`src/hdl/fdes_pkg.sv`:
```
package fdes_pkg;

    // Bytes in one cluster; the offset within a cluster wraps at this size.
    localparam int unsigned CLUSTER_BYTES = 65536;
    localparam logic [15:0] OFFSET_MASK   = 16'(CLUSTER_BYTES - 1);

    localparam logic [31:0] ENTRY_BYTES   = 32'd32;
    localparam logic [31:0] COUNT_MAX     = 32'hFFFF_FFFF;
    // Above this value one more entry saturates the count.
    localparam logic [31:0] COUNT_SAT_AT  = COUNT_MAX - ENTRY_BYTES;

    localparam logic [7:0]  NAME_END      = 8'h00;
    localparam logic [7:0]  NAME_FREE     = 8'hE5;
    localparam int unsigned ATTR_VOLUME_BIT = 3;
    localparam int unsigned ATTR_DIR_BIT    = 4;
    localparam int unsigned HALF_BITS       = 16;

    localparam int unsigned PADDR_W = 5;
    localparam int unsigned PDATA_W = 64;

    localparam logic [63:0] NAME_BODY_RESET   = 64'h2020_2020_2020_2020;
    localparam logic [23:0] NAME_SUFFIX_RESET = 24'h20_2020;

    typedef enum logic [1:0] {
        REG_NAME_BODY   = 2'd0,
        REG_NAME_SUFFIX = 2'd1,
        REG_MATCH_ANY   = 2'd2
    } fdes_reg_t;

    typedef enum logic [2:0] {
        ST_FREE     = 3'd0,
        ST_NO_MATCH = 3'd1,
        ST_FOUND    = 3'd2,
        ST_END      = 3'd3,
        ST_IDLE     = 3'd4
    } fdes_status_t;

    typedef enum logic [1:0] {
        KIND_FILE   = 2'd0,
        KIND_DIR    = 2'd1,
        KIND_VOLUME = 2'd2
    } fdes_kind_t;

    typedef struct packed {
        logic        first_of_search;
        logic [63:0] entry_name_body;
        logic [23:0] entry_name_suffix;
        logic [7:0]  attributes;
        logic [15:0] start_cluster_high;
        logic [15:0] start_cluster_low;
        logic [31:0] entry_file_size;
        logic [27:0] holding_cluster;
        logic [15:0] entry_offset;
    } fdes_entry_t;

    typedef struct packed {
        fdes_status_t status;
        logic [31:0]  bytes_moved;
        logic [27:0]  found_cluster;
        logic [15:0]  found_offset;
        logic [1:0]   file_kind;
        logic [31:0]  first_cluster;
        logic [31:0]  found_size;
    } fdes_result_t;

    typedef struct packed {
        logic [63:0] name_body;
        logic [23:0] name_suffix;
        logic        match_any;
    } fdes_cfg_t;

endpackage

```
`src/hdl/fat_directory_entry_scanner_core.sv`:
```
// Channel   Direction  Handshake                   Payload
// entry     in         entry_valid / entry_stall   fdes_entry_t, one directory entry
// result    out        result_valid / result_stall fdes_result_t, one status beat
// config    in         APB psel/penable/pwrite     three search registers at 0x00/0x08/0x10
//
// One entry beat can be taken every cycle while entry_stall is low; its result
// beat passes through the entry register, then the result register, with one
// 88-bit name compare and one saturating 32-bit add between the two registers.
// Reset clears the running byte count, the done flag and both valid flags, and
// loads the default search registers (blank name, match any).
// A stalled result beat holds; entry_stall rises only when both stages are full.
module fat_directory_entry_scanner_core (
    input  logic                          clk,
    input  logic                          rst_n,
    input  logic                          entry_valid,
    output logic                          entry_stall,
    input  fdes_pkg::fdes_entry_t         entry,
    output logic                          result_valid,
    input  logic                          result_stall,
    output fdes_pkg::fdes_result_t        result,
    input  logic                          psel,
    input  logic                          penable,
    input  logic                          pwrite,
    input  logic [fdes_pkg::PADDR_W-1:0]  paddr,
    input  logic [fdes_pkg::PDATA_W-1:0]  pwdata,
    output logic [fdes_pkg::PDATA_W-1:0]  prdata,
    output logic                          pready
);
    import fdes_pkg::*;

    fdes_cfg_t    cfg;
    logic         stage_valid_reg;
    logic         stage_valid_next;
    fdes_entry_t  stage_entry_reg;
    logic         result_valid_reg;
    logic         result_valid_next;
    fdes_result_t result_reg;
    fdes_result_t eval_result;
    logic         advance;
    logic         take_entry;

    fdes_cfg_regs u_cfg_regs (
        .clk     (clk),
        .rst_n   (rst_n),
        .psel    (psel),
        .penable (penable),
        .pwrite  (pwrite),
        .paddr   (paddr),
        .pwdata  (pwdata),
        .prdata  (prdata),
        .pready  (pready),
        .cfg     (cfg)
    );

    // The held entry moves into the result register whenever that register is
    // empty or its beat is being taken this cycle. The search state updates on
    // the same edge, so the next entry sees what this one left behind.
    assign advance     = stage_valid_reg && (!result_valid_reg || !result_stall);
    assign entry_stall = stage_valid_reg && !advance;
    assign take_entry  = entry_valid && !entry_stall;

    fdes_entry_eval u_entry_eval (
        .clk     (clk),
        .rst_n   (rst_n),
        .advance (advance),
        .entry   (stage_entry_reg),
        .cfg     (cfg),
        .result  (eval_result)
    );

    always_comb
    begin
        stage_valid_next = stage_valid_reg;
        if (take_entry)
            stage_valid_next = 1'b1;
        else if (advance)
            stage_valid_next = 1'b0;

        result_valid_next = result_valid_reg;
        if (advance)
            result_valid_next = 1'b1;
        else if (!result_stall)
            result_valid_next = 1'b0;
    end

    always_ff @(posedge clk or negedge rst_n)
    begin
        if (!rst_n)
        begin
            stage_valid_reg  <= 1'b0;
            result_valid_reg <= 1'b0;
        end
        else
        begin
            stage_valid_reg  <= stage_valid_next;
            result_valid_reg <= result_valid_next;
        end
    end

    // Payload registers carry no reset.
    always_ff @(posedge clk)
    begin
        if (take_entry)
            stage_entry_reg <= entry;
        if (advance)
            result_reg <= eval_result;
    end

    assign result_valid = result_valid_reg;
    assign result       = result_reg;

endmodule

```
`src/hdl/fdes_cfg_regs.sv`:
```
module fdes_cfg_regs (
    input  logic                          clk,
    input  logic                          rst_n,
    input  logic                          psel,
    input  logic                          penable,
    input  logic                          pwrite,
    input  logic [fdes_pkg::PADDR_W-1:0]  paddr,
    input  logic [fdes_pkg::PDATA_W-1:0]  pwdata,
    output logic [fdes_pkg::PDATA_W-1:0]  prdata,
    output logic                          pready,
    output fdes_pkg::fdes_cfg_t           cfg
);
    import fdes_pkg::*;

    fdes_cfg_t cfg_reg;
    fdes_cfg_t cfg_next;
    fdes_reg_t reg_sel;
    logic      wr_en;

    // Registers sit on 8-byte boundaries; the low address bits are ignored.
    assign reg_sel = fdes_reg_t'(paddr[4:3]);
    assign wr_en   = psel && penable && pwrite;
    assign pready  = 1'b1;

    always_comb
    begin
        cfg_next = cfg_reg;
        if (wr_en)
        begin
            unique case (reg_sel)
                REG_NAME_BODY:   cfg_next.name_body   = pwdata[63:0];
                REG_NAME_SUFFIX: cfg_next.name_suffix = pwdata[23:0];
                REG_MATCH_ANY:   cfg_next.match_any   = pwdata[0];
                default:         cfg_next = cfg_reg;
            endcase
        end
    end

    always_ff @(posedge clk or negedge rst_n)
    begin
        if (!rst_n)
        begin
            cfg_reg.name_body   <= NAME_BODY_RESET;
            cfg_reg.name_suffix <= NAME_SUFFIX_RESET;
            cfg_reg.match_any   <= 1'b1;
        end
        else
        begin
            cfg_reg <= cfg_next;
        end
    end

    always_comb
    begin
        unique case (reg_sel)
            REG_NAME_BODY:   prdata = cfg_reg.name_body;
            REG_NAME_SUFFIX: prdata = {40'd0, cfg_reg.name_suffix};
            REG_MATCH_ANY:   prdata = {63'd0, cfg_reg.match_any};
            default:         prdata = '0;
        endcase
    end

    assign cfg = cfg_reg;

endmodule

```
`src/hdl/fdes_entry_eval.sv`:
```
module fdes_entry_eval (
    input  logic                   clk,
    input  logic                   rst_n,
    input  logic                   advance,
    input  fdes_pkg::fdes_entry_t  entry,
    input  fdes_pkg::fdes_cfg_t    cfg,
    output fdes_pkg::fdes_result_t result
);
    import fdes_pkg::*;

    logic [31:0]  moved_count_reg;
    logic [31:0]  moved_count_next;
    logic         search_done_reg;
    logic         search_done_next;
    logic [31:0]  base_count;
    logic         base_done;
    logic [31:0]  added_count;
    logic [7:0]   first_byte;
    logic         name_hit;
    fdes_kind_t   kind;

    // A new search clears the count and the done flag before this entry.
    assign base_count  = entry.first_of_search ? '0 : moved_count_reg;
    assign base_done   = entry.first_of_search ? 1'b0 : search_done_reg;
    assign added_count = (base_count > COUNT_SAT_AT) ? COUNT_MAX : base_count + ENTRY_BYTES;
    assign first_byte  = entry.entry_name_body[63:56];
    assign name_hit    = cfg.match_any ||
                         ((entry.entry_name_body == cfg.name_body) &&
                          (entry.entry_name_suffix == cfg.name_suffix));

    // The volume label bit wins over the directory bit.
    always_comb
    begin
        if (entry.attributes[ATTR_VOLUME_BIT])
            kind = KIND_VOLUME;
        else if (entry.attributes[ATTR_DIR_BIT])
            kind = KIND_DIR;
        else
            kind = KIND_FILE;
    end

    always_comb
    begin
        moved_count_next = base_count;
        search_done_next = base_done;
        result           = '0;
        if (base_done)
        begin
            result.status = ST_IDLE;
        end
        else if (first_byte == NAME_END)
        begin
            result.status    = ST_END;
            search_done_next = 1'b1;
        end
        else if (first_byte == NAME_FREE)
        begin
            result.status    = ST_FREE;
            moved_count_next = added_count;
        end
        else if (name_hit)
        begin
            result.status        = ST_FOUND;
            moved_count_next     = added_count;
            search_done_next     = 1'b1;
            result.found_cluster = entry.holding_cluster;
            result.found_offset  = entry.entry_offset & OFFSET_MASK;
            result.file_kind     = kind;
            result.first_cluster = {entry.start_cluster_high, entry.start_cluster_low};
            result.found_size    = entry.entry_file_size;
        end
        else
        begin
            result.status    = ST_NO_MATCH;
            moved_count_next = added_count;
        end
        result.bytes_moved = moved_count_next;
    end

    always_ff @(posedge clk or negedge rst_n)
    begin
        if (!rst_n)
        begin
            moved_count_reg <= '0;
            search_done_reg <= 1'b0;
        end
        else if (advance)
        begin
            moved_count_reg <= moved_count_next;
            search_done_reg <= search_done_next;
        end
    end

endmodule

```
`config.mk`:
```
export PLATFORM = sky130hd
export DESIGN_NAME = fat_directory_entry_scanner_core
export DESIGN_NICKNAME = d
export VERILOG_FILES = /design/src/hdl/fdes_pkg.sv /design/src/hdl/fat_directory_entry_scanner_core.sv /design/src/hdl/fdes_cfg_regs.sv /design/src/hdl/fdes_entry_eval.sv
export SDC_FILE = /design/constraint.sdc
export NUM_CORES = 1
export LEC_CHECK = 0
export BUFFER_PORTS_ARGS = -buffer_cell sky130_fd_sc_hd__buf_2
export CAP_MARGIN = 20
export CORE_MARGIN = 2
export CORE_UTILIZATION = 41
export DETAILED_ROUTE_END_ITERATION = 8
export SLEW_MARGIN = 10
export SYNTH_ARGS = -nofsm -noshare
export SYNTH_HDL_FRONTEND = slang
export SYNTH_SLANG_ARGS = --single-unit
```
`constraint.sdc`:
```
create_clock -name clk -period 7.2 [get_ports clk]
set_input_delay 2.16 -clock clk [delete_from_list [all_inputs] [get_ports clk]]
set_output_delay 2.16 -clock clk [all_outputs]
set_load 0.05 [all_outputs]
```
==> results_dict.tcl <==
set metrics [dict create \
    vias 14300 \
    clkSlewWorstSetupHoldPaths_ns 0.06 \
    timing.rr.end "result[38]" \
    syn_avg_cell_area_um2 13.1 \
    synth_top_cell_by_area "edfxtp_1" \
    synth_compound_area_share_pct 4.01 \
    start_util_pct 41.6 \
    min_path_cells 1 \
    placed_cells 2537 \
    synth_cells 1526 \
    min_to "result_valid" \
    synthMuxAreaShare_pct 6.52 \
    yosysWarningCount 0 \
    worstPathMaxFanout 20 \
    drtAntennaViolNets 0 \
    dp_hpwl_um 37000 \
    worst_pin_slew_ns 1.05 \
    totalWireLength_um 55400 \
    coreArea_um2 47900 \
    power.density_nw_per_um2 305 \
    synthAdderAreaFrac_pct 0.0627 \
    ys_top_cells_by_count "edfxtp_1, nand2_1, nand3_1" \
    route.detailed.drc 0 \
    io_buffers 482 \
    firstDrtPassIters 5 \
    largest_reg_flops 199 \
    layout.cells.non_filler 2645 \
    synth_top_area_share_pct 51.7 \
    cts_root_buf "clkbuf_16" \
    synth-main-ff-cell "edfxtp_1" \
    grt_max_degree 221 \
    cts_tree "built" \
    rsz0062_at_grt "no" \
    cts_sinks 468 \
    io_pins 493 \
    drt_iter0_drc 973 \
    cts-buffers-inserted 50 \
    grt_pass1_vias 14100 \
    holdCritStartpoint "stage_valid_reg" \
    synth_cell_types 67 \
    antenna_found_initial 28 \
    critPathKind "in2out" \
    ys_seq_area_share_pct 67.3 \
    slew_headroom_pct 30.1 \
    endpoint_kind "output port" \
    reg2reg_slack_ns 3.37 \
    pre_cts_slack_ns 1.42 \
    row_count 80 \
    yosys.area_share.xor_xnor_pct 3.90 \
    cpMaxStageDelayCell "buf_2" \
    worst_skew_pair.late_latency_ns 0.59 \
    syn-num-nets 1808 \
    peakVddDrop_mv 0.207 \
    synth-edff-count 344 \
    finalCritPeriodShare_pct 79.7 \
    syn_area_um2 20000 \
    gp_congestion 0.861 \
    status "completed" \
    arrival_ns 3.58 \
    fin_nets 2258 \
    fin_util_pct 51.5 \
    fill_cells 4135 \
    htreeDepth 2 \
    grt_pass1_wl_um 83200 \
    viasPerCell 5.39 \
    finalHoldViolCount 0 \
    critPathRequiredTime_ns 5.04 \
    async_reset_ff_share_pct 26.5 \
    cap_violations 0 \
    max_freq_mhz 174 \
    setup-violations-final 0 \
    die_w_um 225 \
    yosysMostFrequentCell "edfxtp_1" \
    clk_path_buf_depth 3 \
    synth_top_family_by_area "simple AND/OR/NAND/NOR gates" \
    min_period_ns 5.74 \
    setup_tns_ns 0 \
    cts-resized-gates 0 \
    timing.final.ws_setup_ns 1.46 \
    netlist_top_cells_area "edfxtp_1, dfrtp_1, mux2_2" \
    finalMaxSlewViolations 0 \
    crit_path_max_incr_delay_ns 0.54 \
    wl_per_cell_um 20.9 \
    syn_to_final_growth_pct 23.5 \
    ys_ff_latch 468 \
    path_cells "buf_2, buf_4, mux2i_1, o21ai_0, buf_2" \
    die_y_um 225 \
    leakage_nw 10.4 \
    cp-start-kind "input port" \
    cts_setup_buffers 0 \
    grt_overflow 0 \
    cts_hold_buf 0 \
    synth_simple_gate_area_share_pct 15.6 \
    grtUsageTotal_pct 21.5 \
    drive_above_1_share_pct 34.5 \
    cp_common_cell "buf_2" \
    hold_class "reg2reg" \
    reg2regPathDepth 8 \
    reg2reg_from "stage_entry_reg[204]" \
    dieArea_um2 50500 \
    finalClockSkew_ns 0.0136 \
]
## metrics by stage
step	hold WS (ns)	total power, mW	instance area (um2)
after floorplan	0.457	4.53	20000
after global placement	0.475	4.93	22900
after detailed placement	0.494	4.96	22900
after CTS	0.497	7.59	24600
after global routing	0.536	7.83	24700
final	0.493	7.52	24700
## worst max-delay path by stage
stage,start,endpoint,slack [ns],depth (start not counted)
final,paddr[3],prdata[0],1.46,5
after global routing,paddr[3],prdata[0],1.36,5
after CTS,paddr[3],prdata[0],1.41,5
after detailed placement,paddr[3],prdata[0],1.42,5
after global placement,paddr[3],prdata[0],1.41,5
after floorplan,paddr[3],prdata[10],1.25,4
## cells in the final DEF (no fill, tap or decap), drive strengths merged, types with 9 or more instances in the layout
master and n:
and3 9, nand2 146, o21ai 35, nand4 125, clkinv 25, diode 12
mux2 89, o211ai 9, clkbuf 60, mux2i 30, inv 19, nand3 128
nor4 31, nor2 70, xor2 89, nor3 17, edfxtp 344, and2 43
dfrtp 112, buf 502, a21oi 31, dfstp 12
## where the power goes
group	internal, mW	switching [mW]	total (mW)
Clock	1.53	1.09	2.62
Combinational	0.419	0.984	1.40
Sequential	3.27	0.227	3.50
Total	5.22	2.30	7.52
## logic make-up (layout without fill, tap and decap cells)
family	Yosys count	in the layout
multiplexers	119	119
other	1	13
flip-flops	468	468
AND/OR/NAND/NOR	601	601
AO/OA/AOI/OAI	126	126
adder cells (fa/ha/maj)	1	1
buffers and inverters	121	613
XOR/XNOR	89	89
## layer usage
layer / share of wire (%) / track usage, %
met2: 50 / 36.4
met1: 39 / 26.4
met4: 2.8 / 7.58
met3: 7.3 / 6.04
met5: 0.31 / 0
## worst max-delay path: cells and delay by family
family	cells	cell delay [ns]
AOI/OAI and AO/OA	1	0.12
muxes	1	0.09
buffers and inverters	3	1.18
## cell type report
class / count / area (um2) / area share, %
Sequential cell: 468 / 13500 / 54.5
Timing Repair Buffer: 502 / 2630 / 10.7
Multi-Input combinational cell: 937 / 6050 / 24.5
Inverter: 17 / 68.8 / 0.279
Antenna cell: 12 / 30.0 / 0.122
Clock buffer: 60 / 1360 / 5.51
Clock inverter: 34 / 312 / 1.26
Tap cell: 615 / 769 / 3.12
Note: power is estimated with default switching activity, not from simulation.
